File: config.mk
export PLATFORM = sky130hd
export DESIGN_NAME = tlpte_ctrl
export DESIGN_NICKNAME = d
export VERILOG_FILES = /design/src/rtl/tlpte_pkg.sv /design/src/rtl/tlpte_ctrl.sv
export SDC_FILE = /design/constraint.sdc
export NUM_CORES = 1
export LEC_CHECK = 0
export BUFFER_PORTS_ARGS = -buffer_cell sky130_fd_sc_hd__buf_4
export CAP_MARGIN = 15
export CORE_MARGIN = 2
export CORE_UTILIZATION = 30
export CTS_CLUSTER_DIAMETER = 120
export DETAILED_ROUTE_END_ITERATION = 7
export SLEW_MARGIN = 20
export SYNTH_ARGS = -nofsm -noshare
export SYNTH_HDL_FRONTEND = slang
export SYNTH_SLANG_ARGS = --single-unit
File: constraint.sdc
create_clock -name clk -period 2.9 [get_ports clk]
set_clock_uncertainty 0.2 [all_clocks]
set_input_delay 0.58 -clock clk [delete_from_list [all_inputs] [get_ports clk]]
set_output_delay 0.58 -clock clk [all_outputs]
set_load 0.1 [all_outputs]
File: src/rtl/tlpte_pkg.sv
`default_nettype none

package tlpte_pkg;

	// Field geometry
	localparam int VA_W        = 26;
	localparam int PA_W        = 32;
	localparam int FLAGS_W     = 12;
	localparam int FRAME_W     = 20;
	localparam int WORD_W      = 32;
	localparam int TI_W        = 10;
	localparam int TI_LSB      = 12;
	localparam int DI_W        = VA_W - TI_LSB - TI_W;
	localparam int DI_LSB      = TI_LSB + TI_W;
	localparam int TABLE_SLOTS = 1 << TI_W;

	// Entry bits and masks
	localparam int          BIT_PRESENT  = 0;
	localparam int          BIT_LARGE    = 7;
	localparam logic [31:0] FRAME_MASK   = 32'hFFFF_F000;
	localparam logic [31:0] LARGE_MASK   = 32'hFFC0_0000;
	localparam logic [31:0] PRESENT_MASK = 32'h0000_0001;

	// Opcodes
	localparam logic [1:0] OP_MAP   = 2'd0;
	localparam logic [1:0] OP_UNMAP = 2'd1;
	localparam logic [1:0] OP_XLATE = 2'd2;

	typedef struct packed {
		logic [1:0]         opcode;
		logic [VA_W-1:0]    virt_addr;
		logic [PA_W-1:0]    phys_addr;
		logic [FLAGS_W-1:0] page_flags;
	} req_t;

	typedef struct packed {
		logic              ok;
		logic [WORD_W-1:0] translated_addr;
	} rsp_t;

	// Write data selects
	typedef enum logic [1:0] {
		DW_ZERO  = 2'd0,
		DW_NEW   = 2'd1,
		DW_UNMAP = 2'd2
	} dir_wsel_t;

	typedef enum logic [1:0] {
		TW_CLEAR = 2'd0,
		TW_NEW   = 2'd1,
		TW_UNMAP = 2'd2
	} tab_wsel_t;

	// Controller to datapath
	typedef struct packed {
		logic      req_load;
		logic      cnt_clr;
		logic      cnt_inc;
		logic      dir_we;
		dir_wsel_t dir_wsel;
		logic      tab_we;
		tab_wsel_t tab_wsel;
		logic      res_load;
		logic      out_load;
	} cmd_t;

	// Datapath to controller
	typedef struct packed {
		logic [1:0] op;
		logic       in_range;
		logic       dir_p;
		logic       dir_lg;
		logic       tab_p;
		logic       cnt_dir_last;
		logic       cnt_tab_last;
	} status_t;

endpackage

`default_nettype wire

File: src/rtl/tlpte_ctrl.sv
`default_nettype none

module tlpte_ctrl (
	input  wire logic               clk,
	input  wire logic               arst_n,
	input  wire logic               req_valid,
	output logic                    req_ready,
	output logic                    rsp_valid,
	input  wire logic               rsp_ready,
	input  wire tlpte_pkg::status_t st,
	output tlpte_pkg::cmd_t         cmd
);
	import tlpte_pkg::*;

	typedef enum logic [5:0] {
		S_INIT  = 6'b000001,
		S_IDLE  = 6'b000010,
		S_READ  = 6'b000100,
		S_EVAL  = 6'b001000,
		S_CLEAR = 6'b010000,
		S_RESP  = 6'b100000
	} state_t;

	state_t state_q, state_d;
	logic   rsp_valid_q;

	assign req_ready = (state_q == S_IDLE);
	assign rsp_valid = rsp_valid_q;

	// Next state and commands
	always_comb begin
		state_d      = state_q;
		cmd.req_load = 1'b0;
		cmd.cnt_clr  = 1'b0;
		cmd.cnt_inc  = 1'b0;
		cmd.dir_we   = 1'b0;
		cmd.dir_wsel = DW_ZERO;
		cmd.tab_we   = 1'b0;
		cmd.tab_wsel = TW_CLEAR;
		cmd.res_load = 1'b0;
		cmd.out_load = 1'b0;
		case (state_q)
			S_INIT: begin
				// directory clearing pass after reset
				cmd.dir_we   = 1'b1;
				cmd.dir_wsel = DW_ZERO;
				cmd.cnt_inc  = 1'b1;
				if (st.cnt_dir_last) begin
					state_d = S_IDLE;
				end
			end
			S_IDLE: begin
				if (req_valid) begin
					cmd.req_load = 1'b1;
					state_d      = S_READ;
				end
			end
			S_READ: begin
				state_d = S_EVAL;
			end
			S_EVAL: begin
				cmd.res_load = 1'b1;
				state_d      = S_RESP;
				if (st.in_range) begin
					case (st.op)
						OP_MAP: begin
							if (!st.dir_p) begin
								// new table: set directory word, then sweep the table
								cmd.dir_we   = 1'b1;
								cmd.dir_wsel = DW_NEW;
								cmd.cnt_clr  = 1'b1;
								state_d      = S_CLEAR;
							end else if (!st.tab_p) begin
								cmd.tab_we   = 1'b1;
								cmd.tab_wsel = TW_NEW;
							end
						end
						OP_UNMAP: begin
							if (st.dir_p && st.dir_lg) begin
								cmd.dir_we   = 1'b1;
								cmd.dir_wsel = DW_UNMAP;
							end else if (st.dir_p && st.tab_p) begin
								cmd.tab_we   = 1'b1;
								cmd.tab_wsel = TW_UNMAP;
							end
						end
						default: begin
						end
					endcase
				end
			end
			S_CLEAR: begin
				// zero every entry, the requested one takes the new mapping
				cmd.tab_we   = 1'b1;
				cmd.tab_wsel = TW_CLEAR;
				cmd.cnt_inc  = 1'b1;
				if (st.cnt_tab_last) begin
					state_d = S_RESP;
				end
			end
			S_RESP: begin
				if (!rsp_valid_q || rsp_ready) begin
					cmd.out_load = 1'b1;
					state_d      = S_IDLE;
				end
			end
			default: begin
				state_d = S_INIT;
			end
		endcase
	end

	always_ff @(posedge clk or negedge arst_n) begin
		if (!arst_n) begin
			state_q <= S_INIT;
		end else begin
			state_q <= state_d;
		end
	end

	// Output beat valid
	always_ff @(posedge clk or negedge arst_n) begin
		if (!arst_n) begin
			rsp_valid_q <= 1'b0;
		end else if (cmd.out_load) begin
			rsp_valid_q <= 1'b1;
		end else if (rsp_ready) begin
			rsp_valid_q <= 1'b0;
		end
	end

endmodule

`default_nettype wire

==> results of run 1 <==
## worst max-delay path by stage
stage,end,cells after the start,slack (ps),start
after CTS,cmd[7],5,-60,state_q[1]
final,cmd[7],5,-70,state_q[1]
after floorplan,cmd[5],3,-1590,state_q[4]
after detailed placement,cmd[7],5,120,state_q[4]
after global placement,cmd[7],5,150,state_q[4]
after global routing,cmd[7],5,-170,state_q[1]
## cell families (layout without fill, tap and decap cells)
| logic type | Yosys count | count (layout) | synth area share |
|---|---|---|---|
| AND/OR/NAND/NOR | 35 | 35 | 0.444 |
| AO/OA/AOI/OAI | 13 | 13 | 0.173 |
| flip-flops | 7 | 7 | 0.321 |
| buffers and inverters | 2 | 36 | 0.0273 |
| XOR/XNOR | 1 | 1 | 0.0159 |
| multiplexers | 1 | 1 | 0.0182 |
## Yosys cell counts (2+ instances only)
cell / instances
nor3_1: 2
a21oi_1: 2
nand2_1: 5
dfrtp_1: 6
and2_1: 3
nor2_1: 5
o22ai_1: 2
nand2b_1: 3
and3_1: 3
nor4b_1: 2
o21ai_0: 3
nand3_1: 2
## worst reg2reg max path, cell delays in order, from the launching register on
cell and delay (ps):
dfrtp_1 370, buf_4 150, or4b_1 540, or3_4 390, o22ai_1 260, o32ai_2 140
## power groups by stage
stage | Sequential, mW | Combinational, mW | Clock (mW)
global route | 0.151 | 0.536 | 0.107
global placement | 0.153 | 0.435 | 0
detailed placement | 0.150 | 0.439 | 0
floorplan | 0.142 | 0.361 | 0
finish | 0.147 | 0.506 | 0.0941
CTS | 0.147 | 0.475 | 0.0967
## registers in the layout, summed over array words and instances, names as in the netlist
| name | flops |
|---|---|
| rsp_valid | 1 |
| state_q | 6 |
## timing repair
item,CTS,global route
hold buffers,1,0
endpoints found under the setup margin,7,8
pin swaps,3,2
buffers inserted,3,2
gates cloned,0,0
hold endpoints to repair,6,0
gates resized for setup,9,12
## layer usage
layer	share of wire	track usage	wire (µm)	up-vias
li1	-	-	-	296
met1	0.38	0.159	557	277
met2	0.54	0.282	793	21
met3	0.061	0.0385	89	4
met4	0.020	0.106	29	0
met5	0	0	0	-
## cell type report
class	instances	area, µm²
Sequential cell	7	176
Tap cell	25	31.3
Multi-Input combinational cell	50	410
Inverter	1	3.75
Timing Repair Buffer	31	313
Fill cell	165	766
Clock buffer	4	26.3
## layout by cell type, fill, tap and decap left out, drive strengths merged
master       count
mux2i            1
buf             30
xor2             1
dlygate4sd3      1
or3              2
or4              1
nand4b           1
o21bai           1
a21oi            2
or4b             1
nand3            2
nor3             2
dfrtp            6
o32ai            1
and2             3
nand2b           3
and3             4
a22o             1
o22ai            2
o211ai           1
nor4b            3
dfstp            1
o21ai            3
a21boi           1
a311o            1
inv              1
nor2             5
nand2            5
clkbuf           4
nor3b            2
nor2b            1
==> results.yml, run 1 <==
power:
  swShare: 0.526
  power_mw: 0.748
  power_frac_seq: 0.197
  combPwrFrac: 0.677
  p_sw_mw: 0.393
  internal_power_mw: 0.355
  peakVddDrop_uv: 556
  clockPowerShare: 0.126
  power_density_nw_per_um2: 778
  p_leak_nw: 0.440
global_routing:
  antenna_found_initial: 0
  grt_overflow: 0
  first_global_vias: 590
  grtUsageTotal: 0.157
  grt_pass1_wl_um: 2340
  grt_max_degree: 10
logic_synthesis:
  synth_warnings: 0
  syn-instance-count: 59
  synth_area_leader_cell: "dfrtp_1"
  netlist.area_leader.share: 0.273
  syn-cell-area_um2: 549
  seq_area_frac_synth: 0.321
  synth_area_leaders: "dfrtp_1 (27%), dfstp_2 (4.8%), nor4b_4 (4.3%)"
  async_flop_share: 1.00
  avgSynthCellArea_um2: 9.31
  synth_edf_count: 0
  syn_nets: 71
  yosys_register_bits: 7
  yosysUniqueCellTypes: 33
  synth_ff_type: "dfrtp_1"
run_status:
  violations: "negative setup slack"
  outcome: "finished with violations"
placement:
  placed_area_um2: 796
  dp_slack_ps: 123
  dpl.hpwl_um: 1080
  dp_cells: 108
  portBuffers: 24
  place.gp.congestion: 0.805
critical_path:
  reg2reg_slack_ps: 730
  endpoint_kind: "output port"
  reg2reg_depth: 5
  cpMaxStageDelayCell: "or4_4"
  cpPeakStageDelay_ps: 560
  path_class: "flip-flop to output port"
  critPathTopFamily: "simple AND/OR/NAND/NOR gates"
  cp-start-kind: "flip-flop"
  crit_chain: "or4_4, nor3b_4, and3_1, a311o_2, buf_12"
  timing.rr.end: "state_q[5]"
  arrival_ps: 2190
  r2r-start: "state_q[5]"
  crit_fanout: 6
  crit_buf_inv: 1
  cp.required_ps: 2120
sta:
  fin_tns_setup_ps: -212
  final-setup-viol-count: 4
  relSlewSlack: 0.740
  timing.final.crit_period_ps: 2970
  timing.fmax_ghz: 0.337
  post-route-period-util: 1.02
  hold_viol_final: 0
  whs_ps: 303
  rsz0062_at_grt: "true"
  setup_ws_ps: -71.1
  tightest_slew_ps: 387
  drv_slew: 0
layout:
  nNetsFinal: 106
  area_growth_pct: 74.9
  fin_cells: 118
  drive_above_1_share: 0.527
  postLayoutCoreUtil: 0.557
  n_antenna_cell: 0
  finish.instance_area_um2: 961
drt:
  firstDrtPassIters: 3
  wl_um: 1470
  wire_per_inst_um: 12.5
  drtIter0Drc: 6
  routed_via_density: 5.07
  drtAntennaViolNets: 0
  route.vias.total: 598
  drc: 0
min_path:
  hold_path_class: "primary input to flip-flop"
  hold_end: "state_q[4]"
  holdPathStages: 2
  hp-start: "st[0]"
clock_network:
  path_clk_slew_ps: 60
  clockBufferDepth: 2
  tritoncts: "done"
  clockRootBuffer: "clkbuf_4"
  cts_inserted_buffers: 3
  clkSinkCount: 7
  h-tree-depth: 1
  clk_latency_ps: 260
die:
  dieWidth_um: 46.8
  core_area_um2: 1730
  dieHeight_um: 46.8
  die_area_um2: 2190
  initial_core_util: 0.318
  rows: 15
  io_pins: 25
run:
  cap_viol_max_count: 0
(Power assumes the default switching activity.)
==> run 2: changes to the inputs <==
--- a/config.mk
+++ b/config.mk
@@ -5,9 +5,10 @@
 export SDC_FILE = /design/constraint.sdc
 export NUM_CORES = 1
 export LEC_CHECK = 0
+export ABC_AREA = 1
 export BUFFER_PORTS_ARGS = -buffer_cell sky130_fd_sc_hd__buf_4
 export CAP_MARGIN = 15
-export CORE_MARGIN = 2
+export CORE_MARGIN = 10
 export CORE_UTILIZATION = 30
 export CTS_CLUSTER_DIAMETER = 120
 export DETAILED_ROUTE_END_ITERATION = 7
==> results.yml, run 2 <==
sta:
  setup_ws_ps: 490
  timing.fmax_ghz: 0.415
  hold_viol_final: 0
  final-setup-viol-count: 0
  whs_ps: 311
  tightest_slew_ps: 287
  relSlewSlack: 0.810
  post-route-period-util: 0.831
  rsz0062_at_grt: "false"
  timing.final.crit_period_ps: 2410
  drv_slew: 0
logic_synthesis:
  synth.most_common_cell: "nor2_1"
  avgSynthCellArea_um2: 6.72
  synthSimpleGateAreaFrac: 0.531
  synth_top_family_by_area: "simple AND/OR/NAND/NOR gates"
  synth_edf_count: 0
  netlist.area_leader.share: 0.276
  yosysUniqueCellTypes: 16
  yosys-top-cells-count: "nor2_1 (19), nand2_1 (17), inv_1 (13), nand3_1 (7), dfrtp_1 (6)"
  yosys_register_bits: 7
  async_flop_share: 1.00
  syn_nets: 93
  synthXorXnorAreaFrac: 0
  synth_ff_type: "dfrtp_1"
  synth-compound-area-share: 0.0414
  syn-instance-count: 81
  seq_area_frac_synth: 0.324
  synth_mux_area_frac: 0
  post_synth_fa_ha_maj_area_fraction: 0
  synth_warnings: 0
  synth_area_leaders: "dfrtp_1 (28%), nor2_1 (13%), nand2_1 (12%)"
  syn-cell-area_um2: 544
  synth_area_leader_cell: "dfrtp_1"
global_routing:
  grt_pass1_wl_um: 2540
  first_global_vias: 585
  grt_overflow: 0
  grt_max_degree: 9
  grtUsageTotal: 0.0776
  antenna_found_initial: 0
run_status:
  outcome: "finished clean"
placement:
  dp_cells: 130
  dpl.hpwl_um: 1270
  placed_area_um2: 758
  dp_slack_ps: 591
  portBuffers: 24
  place.gp.congestion: 0.809
die:
  dieWidth_um: 62.6
  rows: 15
  dieHeight_um: 62.6
  core_area_um2: 1730
  die_area_um2: 3920
  io_pins: 25
  initial_core_util: 0.315
layout:
  num-fill-cells: 196
  mostFrequentLayoutCell: "buf_4"
  n_antenna_cell: 0
  finish.instance_area_um2: 795
  fin_cells: 135
  largest_register_ffs: 6
  drive_above_1_share: 0.373
  nNetsFinal: 123
  most-common-layout-cells: "buf_4 (24), nor2_1 (18), nand2_1 (17)"
  regMostFlops: "state_q"
  area_growth_pct: 46.0
clock_network:
  clockRootBuffer: "clkbuf_4"
  postCtsHoldBufs: 1
  cts_inserted_buffers: 3
  path_clk_slew_ps: 60
  postCtsSetupBuffers: 0
  clk_latency_ps: 250
  cts_resized: 0
  clkSinkCount: 7
  h-tree-depth: 1
  tritoncts: "done"
  clockBufferDepth: 2
critical_path:
  cp.required_ps: 2120
  cp-startpoint: "state_q[4]"
  reg2reg_depth: 7
  crit_fanout: 6
  arrival_ps: 1630
  cp-start-kind: "flip-flop"
  path_class: "flip-flop to output port"
  r2r-start: "state_q[0]"
  endpoint_kind: "output port"
power:
  p_leak_nw: 0.484
  power_mw: 0.649
  peakVddDrop_uv: 386
  power_density_nw_per_um2: 817
drt:
  route.vias.total: 598
  drtAntennaViolNets: 0
  routed_via_density: 4.43
  wl_um: 1480
  wire_per_inst_um: 11.0
  drtIter0Drc: 31
  drc: 0
  firstDrtPassIters: 4
run:
  cap_viol_max_count: 0
min_path:
  hold_path_class: "primary input to flip-flop"
  hp-start: "rsp_ready"
  holdPathStages: 2
==> run 2: cell count changes after synthesis, sizes merged, moves of 3 or more <==
cell	change
inv	+14
and3	-4
nor2	+18
nand2b	-3
nand3	+5
nand4	+4
nand2	+16
nor4b	-3
and2	-3
==> run 2: cell type report <==
cell class / count / area (µm²) / share of cell area
multi-input cells: 59 / 314 / 0.395
repair buffers: 25 / 190 / 0.239
flip-flops and latches: 7 / 176 / 0.222
inverters: 15 / 56.3 / 0.0709
well taps: 25 / 31.3 / 0.0394
clock buffers: 4 / 26.3 / 0.0331
==> run 2: per-layer routing <==
layer  track usage  up-vias  wire [µm]
li1              -      307          -
met1        0.0929      263        647
met2         0.122       26        679
met3        0.0269        2        141
met4        0.0335        0         16
met5             0        -          0
==> run 2: critical path: stages, from the launching register on <==
cell	delay, ps
dfrtp_1	410
nor2_4	200
nand2_4	90
nor2_8	130
nand2_2	90
o211ai_2	130
buf_4	310
==> run 2: per-stage QoR <==
step / setup TNS, ps / utilization
after global placement: 0 / 0.439
after global routing: 0 / 0.460
after CTS: 0 / 0.460
final: 0 / 0.460
after floorplan: -885 / -
after detailed placement: 0 / 0.439
==> run 2: final timing paths <==
| kind | endpoint | slack (ps) |
|---|---|---|
| max | cmd[7] | 490 |
| min | rsp_valid | 310 |
| max reg2reg | state_q[0] | 1480 |
| min reg2reg | state_q[3] | 350 |
| max in group asynchronous | state_q[0] | 1820 |
| min in group asynchronous | rsp_valid | 470 |
==> run 2: report_power, final <==
group          internal, mW  leakage, nW  switching, mW
sequential            0.121       0.0926         0.0206
combinational        0.0961        0.376          0.320
clock                0.0527       0.0150         0.0391
==> run 2: cells by family (layout without fill, tap and decap cells) <==
logic type | Yosys count | after routing
AO/OA/AOI/OAI | 3 | 3
buffers and inverters | 15 | 44
AND/OR/NAND/NOR | 56 | 56
flip-flops | 7 | 7
==> run 3: changes to the inputs <==
==> constraint.sdc (replaced) <==
create_clock -name clk -period 1.98 [get_ports clk]
set_clock_uncertainty 0.2 [all_clocks]
set_input_delay 0.396 -clock clk [delete_from_list [all_inputs] [get_ports clk]]
set_output_delay 0.396 -clock clk [all_outputs]
set_load 0.1 [all_outputs]
==> results.yml, run 3 (synthesized netlist as in run 2, its figures left out) <==
placement:
  dp_slack_ps: -28.9
  place.gp.congestion: 0.789
  portBuffers: 24
  dpl.hpwl_um: 1440
  placed_area_um2: 933
global_routing:
  grt_overflow: 0
  first_global_vias: 730
  grt_pass1_wl_um: 3130
  antenna_found_initial: 0
  grtUsageTotal: 0.0961
  grt_max_degree: 8
die:
  core_area_um2: 1730
  io_pins: 25
  initial_core_util: 0.315
  die_area_um2: 3920
  dieHeight_um: 62.6
  dieWidth_um: 62.6
  rows: 15
power:
  p_leak_nw: 0.630
  peakVddDrop_uv: 611
  power_density_nw_per_um2: 956
sta:
  tightest_slew_ps: 279
  timing.fmax_ghz: 0.461
  post-route-period-util: 1.10
  timing.final.crit_period_ps: 2170
  whs_ps: 123
  drv_slew: 0
  setup_ws_ps: -191
  hold_viol_final: 0
  final-setup-viol-count: 10
  rsz0062_at_grt: "true"
  relSlewSlack: 0.815
critical_path:
  crit_buf_inv: 1
  cpMaxStageDelayCell: "dfrtp_1"
  cpPeakStageDelay_ps: 400
  critPathTopFamily: "simple AND/OR/NAND/NOR gates"
  crit_fanout: 5
  cp-start-kind: "flip-flop"
  crit_chain: "nor2_4, nand2_4, nor2_8, nand2_8, o211ai_4, buf_12"
  cp.required_ps: 1380
  arrival_ps: 1570
  endpoint_kind: "output port"
  path_class: "flip-flop to output port"
layout:
  most-common-layout-cells: "buf_4 (27), nand2_1 (15), inv_1 (13), buf_12 (13), nor2_1 (12)"
  nNetsFinal: 141
  finish.instance_area_um2: 1260
  area_growth_pct: 131
  drive_above_1_share: 0.578
  largest_register_ffs: 6
  mostFrequentLayoutCell: "buf_4"
  regMostFlops: "state_q"
  n_antenna_cell: 0
run:
  cap_viol_max_count: 0
drt:
  drc: 0
  wl_um: 1830
  route.vias.total: 677
  drtIter0Drc: 5
  firstDrtPassIters: 4
  drtAntennaViolNets: 0
  wire_per_inst_um: 11.9
  routed_via_density: 4.42
clock_network:
  clk_latency_ps: 260
  clockBufferDepth: 2
  cts_inserted_buffers: 3
  clockRootBuffer: "clkbuf_4"
  clkSinkCount: 7
  tritoncts: "done"
  path_clk_slew_ps: 50
  h-tree-depth: 1
run_status:
  violations: "negative setup slack"
  outcome: "finished with violations"
min_path:
  hold_path_class: "primary input to flip-flop"
[run 3: cell type report]
cell class	count	area, µm²
clock buffers	4	26.3
fillers	136	469
inverters	15	81.3
multi-input cells	59	444
flip-flops and latches	7	179
well taps	25	31.3
repair buffers	43	495
[run 3: final timing paths]
check	from	depth (start not counted)	end	slack, ps
max in group asynchronous	arst_n	2	state_q[0]	1090
hold reg to reg	rsp_valid	2	rsp_valid	380
setup reg to reg	state_q[3]	7	state_q[1]	440
setup / recovery	state_q[4]	6	cmd[7]	-190
hold / removal	rsp_ready	2	rsp_valid	120
min in group asynchronous	arst_n	2	state_q[2]	290
[run 3: repair_timing]
action	4_1_cts	5_1_grt
endpoints found under the hold margin	7	0
pin swaps	4	8
endpoints found under the setup margin	12	12
resized for setup	41	13
hold buffers	1	0
setup buffers	2	5
[run 3: through the flow]
stage | setup TNS (ps) | std cells | util | total power [mW]
after floorplan | -1800 | 81 | - | 0.722
after global placement | -29.1 | 142 | 0.541 | 0.878
after detailed placement | -69.2 | 142 | 0.541 | 0.885
after CTS | -924 | 149 | 0.675 | 1.16
after global routing | -1890 | 153 | 0.728 | 1.26
final | -1220 | 153 | 0.728 | 1.20
[run 3: layer usage]
metal  part of all wire  track usage
met1               0.36       0.0919
met2               0.52        0.164
met3               0.11       0.0502
met4              0.020       0.0503
met5                  0            0
[run 3: report_power, final]
part / total [mW] / switching [mW] / internal, mW
logic: 0.855 / 0.548 / 0.308
registers: 0.211 / 0.0333 / 0.178
clock network: 0.136 / 0.0584 / 0.0773
